===== src/tss_pkg.sv =====
`timescale 1ns / 1ps
// ----------------------------------------------------------------------------
// tss_pkg
// types and constants shared by the thread state scheduler
// ----------------------------------------------------------------------------
package tss_pkg;

    localparam int MAX_THREADS_DEF = 16;
    localparam int NUM_SEMS_DEF    = 8;

    // request codes
    localparam logic [3:0] FN_CREATE = 4'd0;
    localparam logic [3:0] FN_YIELD  = 4'd1;
    localparam logic [3:0] FN_SUSP   = 4'd2;
    localparam logic [3:0] FN_RESUME = 4'd3;
    localparam logic [3:0] FN_JOIN   = 4'd4;
    localparam logic [3:0] FN_END    = 4'd5;
    localparam logic [3:0] FN_SINIT  = 4'd6;
    localparam logic [3:0] FN_WAIT   = 4'd7;
    localparam logic [3:0] FN_SIGNAL = 4'd8;

    // thread states
    localparam logic [2:0] ST_FREE      = 3'd0;
    localparam logic [2:0] ST_READY     = 3'd1;
    localparam logic [2:0] ST_RUN       = 3'd2;
    localparam logic [2:0] ST_BLOCK     = 3'd3;
    localparam logic [2:0] ST_READY_SUS = 3'd4;
    localparam logic [2:0] ST_BLOCK_SUS = 3'd5;
    localparam logic [2:0] ST_ENDED     = 3'd6;

    typedef struct packed {
        logic [3:0] func;
        logic [3:0] target_tid;
        logic [2:0] sem_index;
        logic [7:0] init_count;
    } t_req;

    typedef struct packed {
        logic       status;
        logic [3:0] new_tid;
        logic [3:0] running_tid;
        logic       running_valid;
        logic       switched;
    } t_rsp;

endpackage


===== src/thread_state_scheduler_top.sv =====
`timescale 1ns / 1ps
// ----------------------------------------------------------------------------
// thread_state_scheduler_top
// thread state manager with fifo ready queue and counting semaphores
// ----------------------------------------------------------------------------
// A request is taken when i_start is high and o_busy is low; its response
// word appears on o_rsp for one cycle with o_done high and cannot be stalled.
// While o_busy is high the block may walk its tables: one shared compare unit
// walks the thread table (join check, thread end wake) one entry a cycle and
// the queue shifter moves one entry a cycle, so a request holds the block
// longest for a thread end or a signal followed by a dispatch that shifts a
// long ready queue. The response word shows up in the same cycle that
// o_busy drops.
// Semaphore wait queues sit in a memory of NUM_SEMS * MAX_THREADS entries
// with one read and one write port; no clearing pass is needed.
module thread_state_scheduler_top
    import tss_pkg::*;
#(
    parameter int MAX_THREADS = MAX_THREADS_DEF,
    parameter int NUM_SEMS    = NUM_SEMS_DEF
) (
    input  logic i_clk,
    input  logic i_rst_n,
    input  logic i_start,
    input  t_req i_req,
    output logic o_busy,
    output logic o_done,
    output t_rsp o_rsp
);
    localparam int TW = $clog2(MAX_THREADS);
    localparam int CW = TW + 1;
    localparam int SW = (NUM_SEMS > 1) ? $clog2(NUM_SEMS) : 1;
    localparam int MW = $clog2(NUM_SEMS * MAX_THREADS);
    localparam logic [CW-1:0] MAXC = CW'(MAX_THREADS);

    typedef enum logic [9:0] {
        S_IDLE  = 10'b0000000001,
        S_EXEC  = 10'b0000000010,
        S_SCAN  = 10'b0000000100,  // join check or thread end wake table scan, one entry a cycle
        S_RQRM  = 10'b0000001000,  // ready queue remove, shift one a cycle
        S_WAKE  = 10'b0000010000,  // wake one thread
        S_SQRD  = 10'b0000100000,  // semaphore head read
        S_SQSH  = 10'b0001000000,  // semaphore queue shift
        S_LEAVE = 10'b0010000000,
        S_DISP  = 10'b0100000000,
        S_DONE  = 10'b1000000000
    } t_state;

    t_state r_st, n_st;

    logic [2:0]    r_ts [MAX_THREADS];
    logic [TW-1:0] r_jt [MAX_THREADS];
    logic          r_jv [MAX_THREADS];
    logic [TW-1:0] r_rq [MAX_THREADS];
    logic [CW-1:0] r_rc;
    logic [TW-1:0] r_run;
    logic [CW-1:0] r_nid;
    logic signed [8:0] r_sc [NUM_SEMS];
    logic [CW-1:0] r_swc [NUM_SEMS];
    logic [TW-1:0] r_mem [NUM_SEMS * MAX_THREADS];
    logic [TW-1:0] r_mrd;

    t_req          r_req;
    logic          r_err, r_wv;
    logic [TW-1:0] r_wt;
    logic [TW-1:0] r_wk;       // thread woken by a signal
    logic [3:0]    r_made;
    logic [CW-1:0] r_i;        // shared scan index
    logic          r_found;
    logic [2:0]    r_lst;      // state given to the leaving thread
    logic          r_mwe;
    logic [MW-1:0] r_mwa;
    logic [TW-1:0] r_mwd;
    logic          r_done;
    t_rsp          r_rsp;

    logic          tid_ok, sem_ok, run_ok, wait_push;
    logic [TW-1:0] tid;
    logic [SW-1:0] sem;
    logic [MW-1:0] base;
    logic [CW-1:0] rc_m1;

    assign tid    = r_req.target_tid[TW-1:0];
    assign sem    = SW'(r_req.sem_index);
    assign tid_ok = 32'(r_req.target_tid) < MAX_THREADS;
    assign sem_ok = 32'(r_req.sem_index) < NUM_SEMS;
    assign run_ok = r_ts[r_run] == ST_RUN;
    assign base   = MW'(32'(sem) * MAX_THREADS);
    assign rc_m1  = r_rc - CW'(1);
    assign wait_push = run_ok && sem_ok && !(r_sc[sem] > 9'sd0) && r_swc[sem] < MAXC;

    // semaphore queue memory
    always_ff @(posedge i_clk) begin
        if (r_mwe) begin
            r_mem[r_mwa] <= r_mwd;
        end
        r_mrd <= r_mem[base + MW'(r_i)];
    end

    // memory write enable and done strobe
    always_ff @(posedge i_clk) begin
        if (!i_rst_n) begin
            r_mwe  <= 1'b0;
            r_done <= 1'b0;
        end else begin
            r_mwe  <= (r_st == S_EXEC && r_req.func == FN_WAIT && wait_push) ||
                      (r_st == S_SQSH && r_i != CW'(1));
            r_done <= r_st == S_DONE;
        end
    end

    assign o_busy = r_st != S_IDLE;
    assign o_done = r_done;
    assign o_rsp  = r_rsp;

    // sequencer and state updates
    always_ff @(posedge i_clk) begin
        if (!i_rst_n) begin
            r_st  <= S_IDLE;
            for (int k = 0; k < MAX_THREADS; k++) begin
                r_ts[k] <= (k == 0) ? ST_RUN : ST_FREE;
                r_jt[k] <= '0;
                r_jv[k] <= 1'b0;
            end
            for (int k = 0; k < NUM_SEMS; k++) begin
                r_sc[k]  <= '0;
                r_swc[k] <= '0;
            end
            r_rc  <= '0;
            r_run <= '0;
            r_nid <= CW'(1);
        end else begin
            r_st <= n_st;
            case (r_st)
                S_IDLE: begin
                    if (i_start) begin
                        r_req  <= i_req;
                        r_err  <= 1'b0;
                        r_made <= '0;
                    end
                end
                S_EXEC: begin
                    r_wv   <= run_ok;
                    r_wt   <= r_run;
                    r_i    <= '0;
                    r_found <= 1'b0;
                    case (r_req.func)
                        FN_CREATE: begin
                            if (r_nid < MAXC) begin
                                r_made <= 4'(r_nid);
                                r_nid <= r_nid + CW'(1);
                                r_ts[r_nid[TW-1:0]] <= ST_READY;
                                r_jv[r_nid[TW-1:0]] <= 1'b0;
                                r_jt[r_nid[TW-1:0]] <= '0;
                                if (r_rc < MAXC) begin
                                    r_rq[r_rc[TW-1:0]] <= r_nid[TW-1:0];
                                    r_rc <= r_rc + CW'(1);
                                end
                            end else r_err <= 1'b1;
                        end
                        FN_YIELD: begin
                            if (!run_ok) r_err <= 1'b1;
                            r_lst <= ST_READY;
                        end
                        FN_SUSP: begin
                            if (!tid_ok) r_err <= 1'b1;
                            else if (r_ts[tid] == ST_BLOCK) r_ts[tid] <= ST_BLOCK_SUS;
                            else if (r_ts[tid] == ST_READY) r_ts[tid] <= ST_READY_SUS;
                            else r_err <= 1'b1;
                        end
                        FN_RESUME: begin
                            if (!tid_ok) r_err <= 1'b1;
                            else if (r_ts[tid] == ST_BLOCK_SUS) r_ts[tid] <= ST_BLOCK;
                            else if (r_ts[tid] == ST_READY_SUS) begin
                                r_ts[tid] <= ST_READY;
                                if (r_rc < MAXC) begin
                                    r_rq[r_rc[TW-1:0]] <= tid;
                                    r_rc <= r_rc + CW'(1);
                                end
                            end else r_err <= 1'b1;
                        end
                        FN_JOIN: begin
                            r_lst <= ST_BLOCK;
                            if (!run_ok || !tid_ok) r_err <= 1'b1;
                            else if (!(r_ts[tid] == ST_READY || r_ts[tid] == ST_BLOCK ||
                                       r_ts[tid] == ST_READY_SUS ||
                                       r_ts[tid] == ST_BLOCK_SUS)) r_err <= 1'b1;
                        end
                        FN_END: begin
                            r_lst <= ST_ENDED;
                            if (!run_ok) r_err <= 1'b1;
                        end
                        FN_SINIT: begin
                            if (!sem_ok || r_swc[sem] != '0) r_err <= 1'b1;
                            else r_sc[sem] <= $signed({1'b0, r_req.init_count});
                        end
                        FN_WAIT: begin
                            r_lst <= ST_BLOCK;
                            if (!run_ok || !sem_ok) r_err <= 1'b1;
                            else if (r_sc[sem] > 9'sd0) r_sc[sem] <= r_sc[sem] - 9'sd1;
                            else if (r_swc[sem] >= MAXC) r_err <= 1'b1;
                            else begin
                                if (r_sc[sem] > -9'sd256) r_sc[sem] <= r_sc[sem] - 9'sd1;
                                r_mwa <= base + MW'(r_swc[sem]);
                                r_mwd <= r_run;
                                r_swc[sem] <= r_swc[sem] + CW'(1);
                                r_jv[r_run] <= 1'b0;
                            end
                        end
                        FN_SIGNAL: begin
                            if (!sem_ok) r_err <= 1'b1;
                            else if (r_sc[sem] < 9'sd255) r_sc[sem] <= r_sc[sem] + 9'sd1;
                        end
                        default: r_err <= 1'b1;
                    endcase
                end
                S_SCAN: begin
                    // join check or thread end wake, one entry a cycle
                    if (r_req.func == FN_JOIN) begin
                        if (r_jv[r_i[TW-1:0]] && r_jt[r_i[TW-1:0]] == tid) r_err <= 1'b1;
                    end else if (r_jv[r_i[TW-1:0]] && r_jt[r_i[TW-1:0]] == r_wt) begin
                        r_jv[r_i[TW-1:0]] <= 1'b0;
                        r_jt[r_i[TW-1:0]] <= '0;
                        if (r_ts[r_i[TW-1:0]] == ST_BLOCK_SUS)
                            r_ts[r_i[TW-1:0]] <= ST_READY_SUS;
                        else if (r_ts[r_i[TW-1:0]] == ST_BLOCK) begin
                            r_ts[r_i[TW-1:0]] <= ST_READY;
                            if (r_rc < MAXC) begin
                                r_rq[r_rc[TW-1:0]] <= r_i[TW-1:0];
                                r_rc <= r_rc + CW'(1);
                            end
                        end
                    end
                    r_i <= (n_st == S_SCAN) ? r_i + CW'(1) : '0;
                    if (r_req.func == FN_JOIN && n_st == S_LEAVE) begin
                        r_jt[r_wt] <= tid;
                        r_jv[r_wt] <= 1'b1;
                    end
                end
                S_RQRM: begin
                    // find the target, then shift later entries down
                    if (r_i < r_rc) begin
                        if (r_found) r_rq[r_i[TW-1:0] - TW'(1)] <= r_rq[r_i[TW-1:0]];
                        else if (r_rq[r_i[TW-1:0]] == tid) r_found <= 1'b1;
                        r_i <= r_i + CW'(1);
                    end else begin
                        if (r_found) r_rc <= rc_m1;
                        r_i <= '0;
                    end
                end
                S_SQRD: begin
                    r_i <= CW'(1);
                end
                S_SQSH: begin
                    // latch the head first, then copy each later entry down by one
                    if (r_i == CW'(1)) r_wk <= r_mrd;
                    else begin
                        r_mwa <= base + MW'(r_i) - MW'(2);
                        r_mwd <= r_mrd;
                    end
                    r_i <= r_i + CW'(1);
                    if (n_st == S_WAKE) r_swc[sem] <= r_swc[sem] - CW'(1);
                end
                S_WAKE: begin
                    if (r_ts[r_wk] == ST_BLOCK_SUS) r_ts[r_wk] <= ST_READY_SUS;
                    else if (r_ts[r_wk] == ST_BLOCK) begin
                        r_ts[r_wk] <= ST_READY;
                        if (r_rc < MAXC) begin
                            r_rq[r_rc[TW-1:0]] <= r_wk;
                            r_rc <= r_rc + CW'(1);
                        end
                    end
                    r_i <= '0;
                end
                S_LEAVE: begin
                    r_ts[r_run] <= r_lst;
                    if (r_lst == ST_READY && r_rc < MAXC) begin
                        r_rq[r_rc[TW-1:0]] <= r_run;
                        r_rc <= r_rc + CW'(1);
                    end
                    r_i <= '0;
                end
                S_DISP: begin
                    // dispatch walks the queue shift one entry a cycle
                    if (r_i == '0) begin
                        if (!run_ok && r_rc != '0) begin
                            r_run <= r_rq[0];
                            r_ts[r_rq[0]] <= ST_RUN;
                            r_i <= CW'(1);
                        end
                    end else if (r_i < r_rc) begin
                        r_rq[r_i[TW-1:0] - TW'(1)] <= r_rq[r_i[TW-1:0]];
                        r_i <= r_i + CW'(1);
                    end else begin
                        r_rc <= rc_m1;
                    end
                end
                S_DONE: begin
                    r_rsp.status        <= r_err;
                    r_rsp.new_tid       <= (r_req.func == FN_CREATE && !r_err) ? r_made : '0;
                    r_rsp.running_tid   <= run_ok ? 4'(r_run) : '0;
                    r_rsp.running_valid <= run_ok;
                    r_rsp.switched      <= (run_ok != r_wv) ||
                                           (run_ok && r_wv && r_run != r_wt);
                end
                default: ;
            endcase
        end
    end

    // next step of the sequencer
    always_comb begin
        n_st = r_st;
        case (r_st)
            S_IDLE: if (i_start) n_st = S_EXEC;
            S_EXEC: begin
                n_st = S_DISP;
                case (r_req.func)
                    FN_YIELD: if (run_ok) n_st = S_LEAVE;
                    FN_SUSP:  if (tid_ok && r_ts[tid] == ST_READY) n_st = S_RQRM;
                    FN_JOIN, FN_END: begin
                        if (run_ok && tid_ok && (r_req.func == FN_END ||
                            r_ts[tid] == ST_READY || r_ts[tid] == ST_BLOCK ||
                            r_ts[tid] == ST_READY_SUS || r_ts[tid] == ST_BLOCK_SUS))
                            n_st = S_SCAN;
                        else if (r_req.func == FN_END && run_ok) n_st = S_SCAN;
                    end
                    FN_WAIT: if (wait_push) n_st = S_LEAVE;
                    FN_SIGNAL: if (sem_ok && r_swc[sem] != '0) n_st = S_SQRD;
                    default: n_st = S_DISP;
                endcase
            end
            S_SCAN: begin
                if (r_i == MAXC - CW'(1)) begin
                    if (r_req.func == FN_JOIN &&
                        (r_err || (r_jv[r_i[TW-1:0]] && r_jt[r_i[TW-1:0]] == tid)))
                        n_st = S_DISP;
                    else n_st = S_LEAVE;
                end
            end
            S_RQRM:  if (r_i >= r_rc) n_st = S_DISP;
            S_SQRD:  n_st = S_SQSH;
            S_SQSH:  if (r_i >= r_swc[sem]) n_st = S_WAKE;
            S_WAKE:  n_st = S_DISP;
            S_LEAVE: n_st = S_DISP;
            S_DISP: begin
                if (r_i == '0) begin
                    if (run_ok || r_rc == '0) n_st = S_DONE;
                end else if (r_i >= r_rc) n_st = S_DONE;
            end
            S_DONE:  n_st = S_IDLE;
            default: n_st = S_IDLE;
        endcase
    end

endmodule


===== config.mk =====
export PLATFORM = sky130hd
export DESIGN_NAME = thread_state_scheduler_top
export DESIGN_NICKNAME = d
export VERILOG_FILES = /design/src/tss_pkg.sv /design/src/thread_state_scheduler_top.sv
export SDC_FILE = /design/constraint.sdc
export NUM_CORES = 1
export LEC_CHECK = 0
export ABC_AREA = 1
export BUFFER_PORTS_ARGS = -buffer_cell sky130_fd_sc_hd__buf_2
export CORE_MARGIN = 3
export CORE_UTILIZATION = 45
export CTS_CLUSTER_DIAMETER = 50
export DETAILED_ROUTE_END_ITERATION = 10
export PLACE_DENSITY = 0.7
export SYNTH_ARGS = -nofsm -noshare
export SYNTH_HDL_FRONTEND = slang
export SYNTH_SLANG_ARGS = --single-unit

===== constraint.sdc =====
create_clock -name i_clk -period 7.9 [get_ports i_clk]
set_input_delay 1.58 -clock i_clk [delete_from_list [all_inputs] [get_ports i_clk]]
set_output_delay 1.58 -clock i_clk [all_outputs]
set_load 0.02 [all_outputs]

==> run_results.csv <==
group,metric,value,unit
synthesis,postSynth.topFlopCell,"sky130_fd_sc_hd__edfxtp_1",
layout,area.growth.synth_to_final,10.5,%
clock_network,cts-root-to-sink-buffers,3,
global_route,antenna_found_initial,0,
power_and_ir_drop,static-leakage-power,0.0171,uW
clock_network,cts.htree.levels,3,
global_route,grt_util_all_layers,22.8,%
placement,placedInstanceArea,0.0445,mm^2
timing,finalMaxSlewViolations,0,
synthesis,post_synth_inst_count,4293,
layout,finalNonFillerCells,5619,
clock_network,clock-sinks,929,
detailed_routing,post_drt_via_cell_ratio,5.77,
synthesis,yosys_warnings,0,
global_route,grt.overflow.total,0,
synthesis,synth_seq_cells,929,
floorplanning,horizontal_die_dimension,317,um
floorplanning,die-area,0.100,mm^2
layout,sequential_cell_area,0.0273,mm^2
layout,multi_input_comb_area,0.0140,mm^2
detailed_routing,drt-total-wl,116000,um
timing,setup_viol_count_final,0,
clock_network,clock_latency,0.68,ns
detailed_routing,drcViolationCount,0,
global_route,grt_first_pass_wirelength,178000,um
critical_path,crit_required,8.30,ns
critical_path,path_class,"flip-flop to flip-flop",
synthesis,postSynthAreaPerCell,10.1,um^2
clock_network,cts_tree,"yes",
clock_network,cts_inserted_buffers,105,
min_path,min_path_type,"flip-flop to flip-flop",
detailed_routing,first_iter_violations,3853,
timing,period_needed,5.91,ns
critical_path,crit_chain,"inv_2 > o21ai_0 > o221ai_1 > nand2_1 > clkinv_1 > ha_1 > o21a_1 > o21a_1 > o21a_1 > o21ai_0 > nand2_1 > inv_1 > nor2_1 > nand2_1 > inv_1 > fa_1 > a21o_1 > a21oi_1 > xor2_1 > xnor2_1 > nor2_1",
timing,setup_repair_after_global_routing_missed_its_margin,"false",
power_and_ir_drop,max-vdd-ir-drop,0.244,mV
timing,max_freq,0.169,GHz
synthesis,synth-async-reset-ratio,0,%
synthesis,seq_area_frac_synth,62.8,%
timing,post_route_clock_skew,0.0301,ns
floorplanning,std_cell_rows,113,
critical_path,end_kind,"flip-flop",
layout,nFillCells,8527,
floorplanning,design.core.area,0.0953,mm^2
global_route,vias_in_the_first_global_route,30800,
timing,worst_slew_margin_rel,21.5,%
placement,post-dp-hpwl,73700,um
synthesis,leading_cell_types_by_count_after_synthesis,"864 x sky130_fd_sc_hd__edfxtp_1, 853 x sky130_fd_sc_hd__nor2_1, 605 x sky130_fd_sc_hd__nand2_1",
power_and_ir_drop,power_density,224,mW/mm^2
detailed_routing,via_count,32400,
detailed_routing,detailedRoute.firstPassIterationCount,6,
floorplanning,ios,35,
global_route,largest_net_degree_at_the_start_of_global_routing,105,
timing,final-hold-violation-count,0,
layout,final_nets,4322,
floorplanning,die_h,317,um
critical_path,cp_data_arrival_time,6.31,ns
critical_path,critPathLaunchType,"flip-flop",
clock_network,clk_transition_reported_paths,0.06,ns
synthesis,ys_top_cells_by_area,"sky130_fd_sc_hd__edfxtp_1 60%, sky130_fd_sc_hd__nor2_1 7.4%, sky130_fd_sc_hd__nand2_1 5.2%",
synthesis,synth_top_area_cell,"sky130_fd_sc_hd__edfxtp_1",
timing,max_slew.worst_pin.slew,1.17,ns
clock_network,cts_post_setup_buffers_inserted,0,
critical_path,worstPathMaxFanout,57,
detailed_routing,wire_per_inst,20.6,um
synthesis,synth.cell_area,0.0434,mm^2
clock_network,postCtsResizedCells,0,
placement,finalWeightedCongestion,0.950,
synthesis,synth_top_area_share,59.8,%
detailed_routing,antenna_left,0,
timing,final_period_util,74.8,%
synthesis,syn-num-nets,4350,
synthesis,library_cell_with_the_highest_instance_count_after_synthesis,"sky130_fd_sc_hd__edfxtp_1",
clock_network,clock_tree.root_cell,"sky130_fd_sc_hd__clkbuf_16",
placement,port_bufs,34,
run,max-cap-violations,0,
layout,antennaDiodeCount,0,
layout,final_design_area_no_fill,0.0480,mm^2
timing,final.setup.tns,0,ns
critical_path,critical_path.slowest_cell,"sky130_fd_sc_hd__dfxtp_2",
clock_network,holdBufCountCts,0,
critical_path,timing.critical_path.slowest_cell_delay,0.95,ns
placement,numPlacedInstances,5423,
synthesis,synth_enable_flop_cells,864,
floorplanning,initial_core_util,45.5,%
synthesis,synth_cell_types,61,
run_status,status,"completed",
layout,drive_gt1_share,8.96,%
==> layer usage <==
layer | track usage, % | wire length [um] | vias to the layer above
li1 | - | - | 15100
met2 | 36.9 | 54200 | 1504
met4 | 8.24 | 4180 | 0
met3 | 3.80 | 9510 | 276
met5 | 0 | 0 | -
met1 | 31.1 | 48000 | 15600
==> state kept, by name, indices dropped and copies added (netlist names), 11 cells and up, named ones only <==
| name | cells |
|---|---|
| o_rsp | 11 |
| r_jt | 64 |
| r_jv | 16 |
| r_mem | 512 |
| r_req | 12 |
| r_rq | 64 |
| r_sc | 72 |
| r_swc | 40 |
| r_ts | 48 |
==> cell families (layout without fill, tap and decap cells) <==
| family | after synthesis | in the layout | share of synthesized area (%) |
|---|---|---|---|
| and+or+nand+nor | 1947 | 1947 | 19.4 |
| DFF | 929 | 929 | 62.8 |
| AOI/OAI and AO/OA | 837 | 837 | 11.3 |
| buffers and inverters | 515 | 576 | 4.93 |
| adders and majority gates | 35 | 35 | 1.04 |
| xor gates and xnor gates | 30 | 30 | 0.606 |
==> layout make-up <==
cell class,instances,area share (%)
flip-flops and latches,929,56.8
multi-input cells,2849,29.3
clock inverters,78,1.50
inverters,296,2.33
repair buffers,84,1.14
well taps,1265,3.30
clock buffers,118,5.64
==> worst max-delay path, delay by kind of cell (launching register included) <==
family,cells,cell delay [ns]
AND/OR/NAND/NOR,5,0.56
adder cells (fa/ha/maj),2,0.85
buffers and inverters,4,1.11
AO/OA/AOI/OAI,8,1.43
flip-flops,1,0.95
XOR/XNOR,2,0.73
==> power breakdown <==
part	internal [uW]	leakage (uW)	switching [uW]
Sequential	5380	0.00852	46.2
Combinational	148	0.00694	396
Clock	2760	0.00167	2030
==> path summary, 6_finish.rpt <==
path                                start     endpoint  slack (ns)  cells after the start
worst max-delay path            flip-flop  r_swc[2][4]        1.99                     21
worst min-delay path             r_mrd[0]      r_wk[0]        0.44                      0
worst max register to register  flip-flop  r_swc[2][4]        1.99                     21
worst min register to register   r_mrd[0]      r_wk[0]        0.44                      0
==> cell usage in the layout (no fill, tap or decap), types with 44 or more instances in the layout <==
| master | instances |
|---|---|
| sky130_fd_sc_hd__a21oi_1 | 87 |
| sky130_fd_sc_hd__buf_4 | 51 |
| sky130_fd_sc_hd__clkbuf_16 | 105 |
| sky130_fd_sc_hd__dfxtp_1 | 62 |
| sky130_fd_sc_hd__edfxtp_1 | 864 |
| sky130_fd_sc_hd__inv_1 | 268 |
| sky130_fd_sc_hd__nand2_1 | 605 |
| sky130_fd_sc_hd__nand3_1 | 250 |
| sky130_fd_sc_hd__nand4_1 | 74 |
| sky130_fd_sc_hd__nor2_1 | 851 |
| sky130_fd_sc_hd__nor3_1 | 44 |
| sky130_fd_sc_hd__o211ai_1 | 64 |
| sky130_fd_sc_hd__o21ai_0 | 443 |
| sky130_fd_sc_hd__o221ai_1 | 65 |
| sky130_fd_sc_hd__o22ai_1 | 89 |
==> through the flow <==
step,hold WS (ns),total power (uW),worst slack (ns),util (%)
detailed placement,0.426,6060,2.03,46.7
finish,0.437,10800,1.99,50.3
global route,0.448,11100,1.51,50.3
CTS,0.423,10800,1.99,50.3
global placement,0.413,6050,2.10,46.7
floorplan,0.408,5900,3.55,-
No activity file was read; power rests on OpenSTA's default activity.
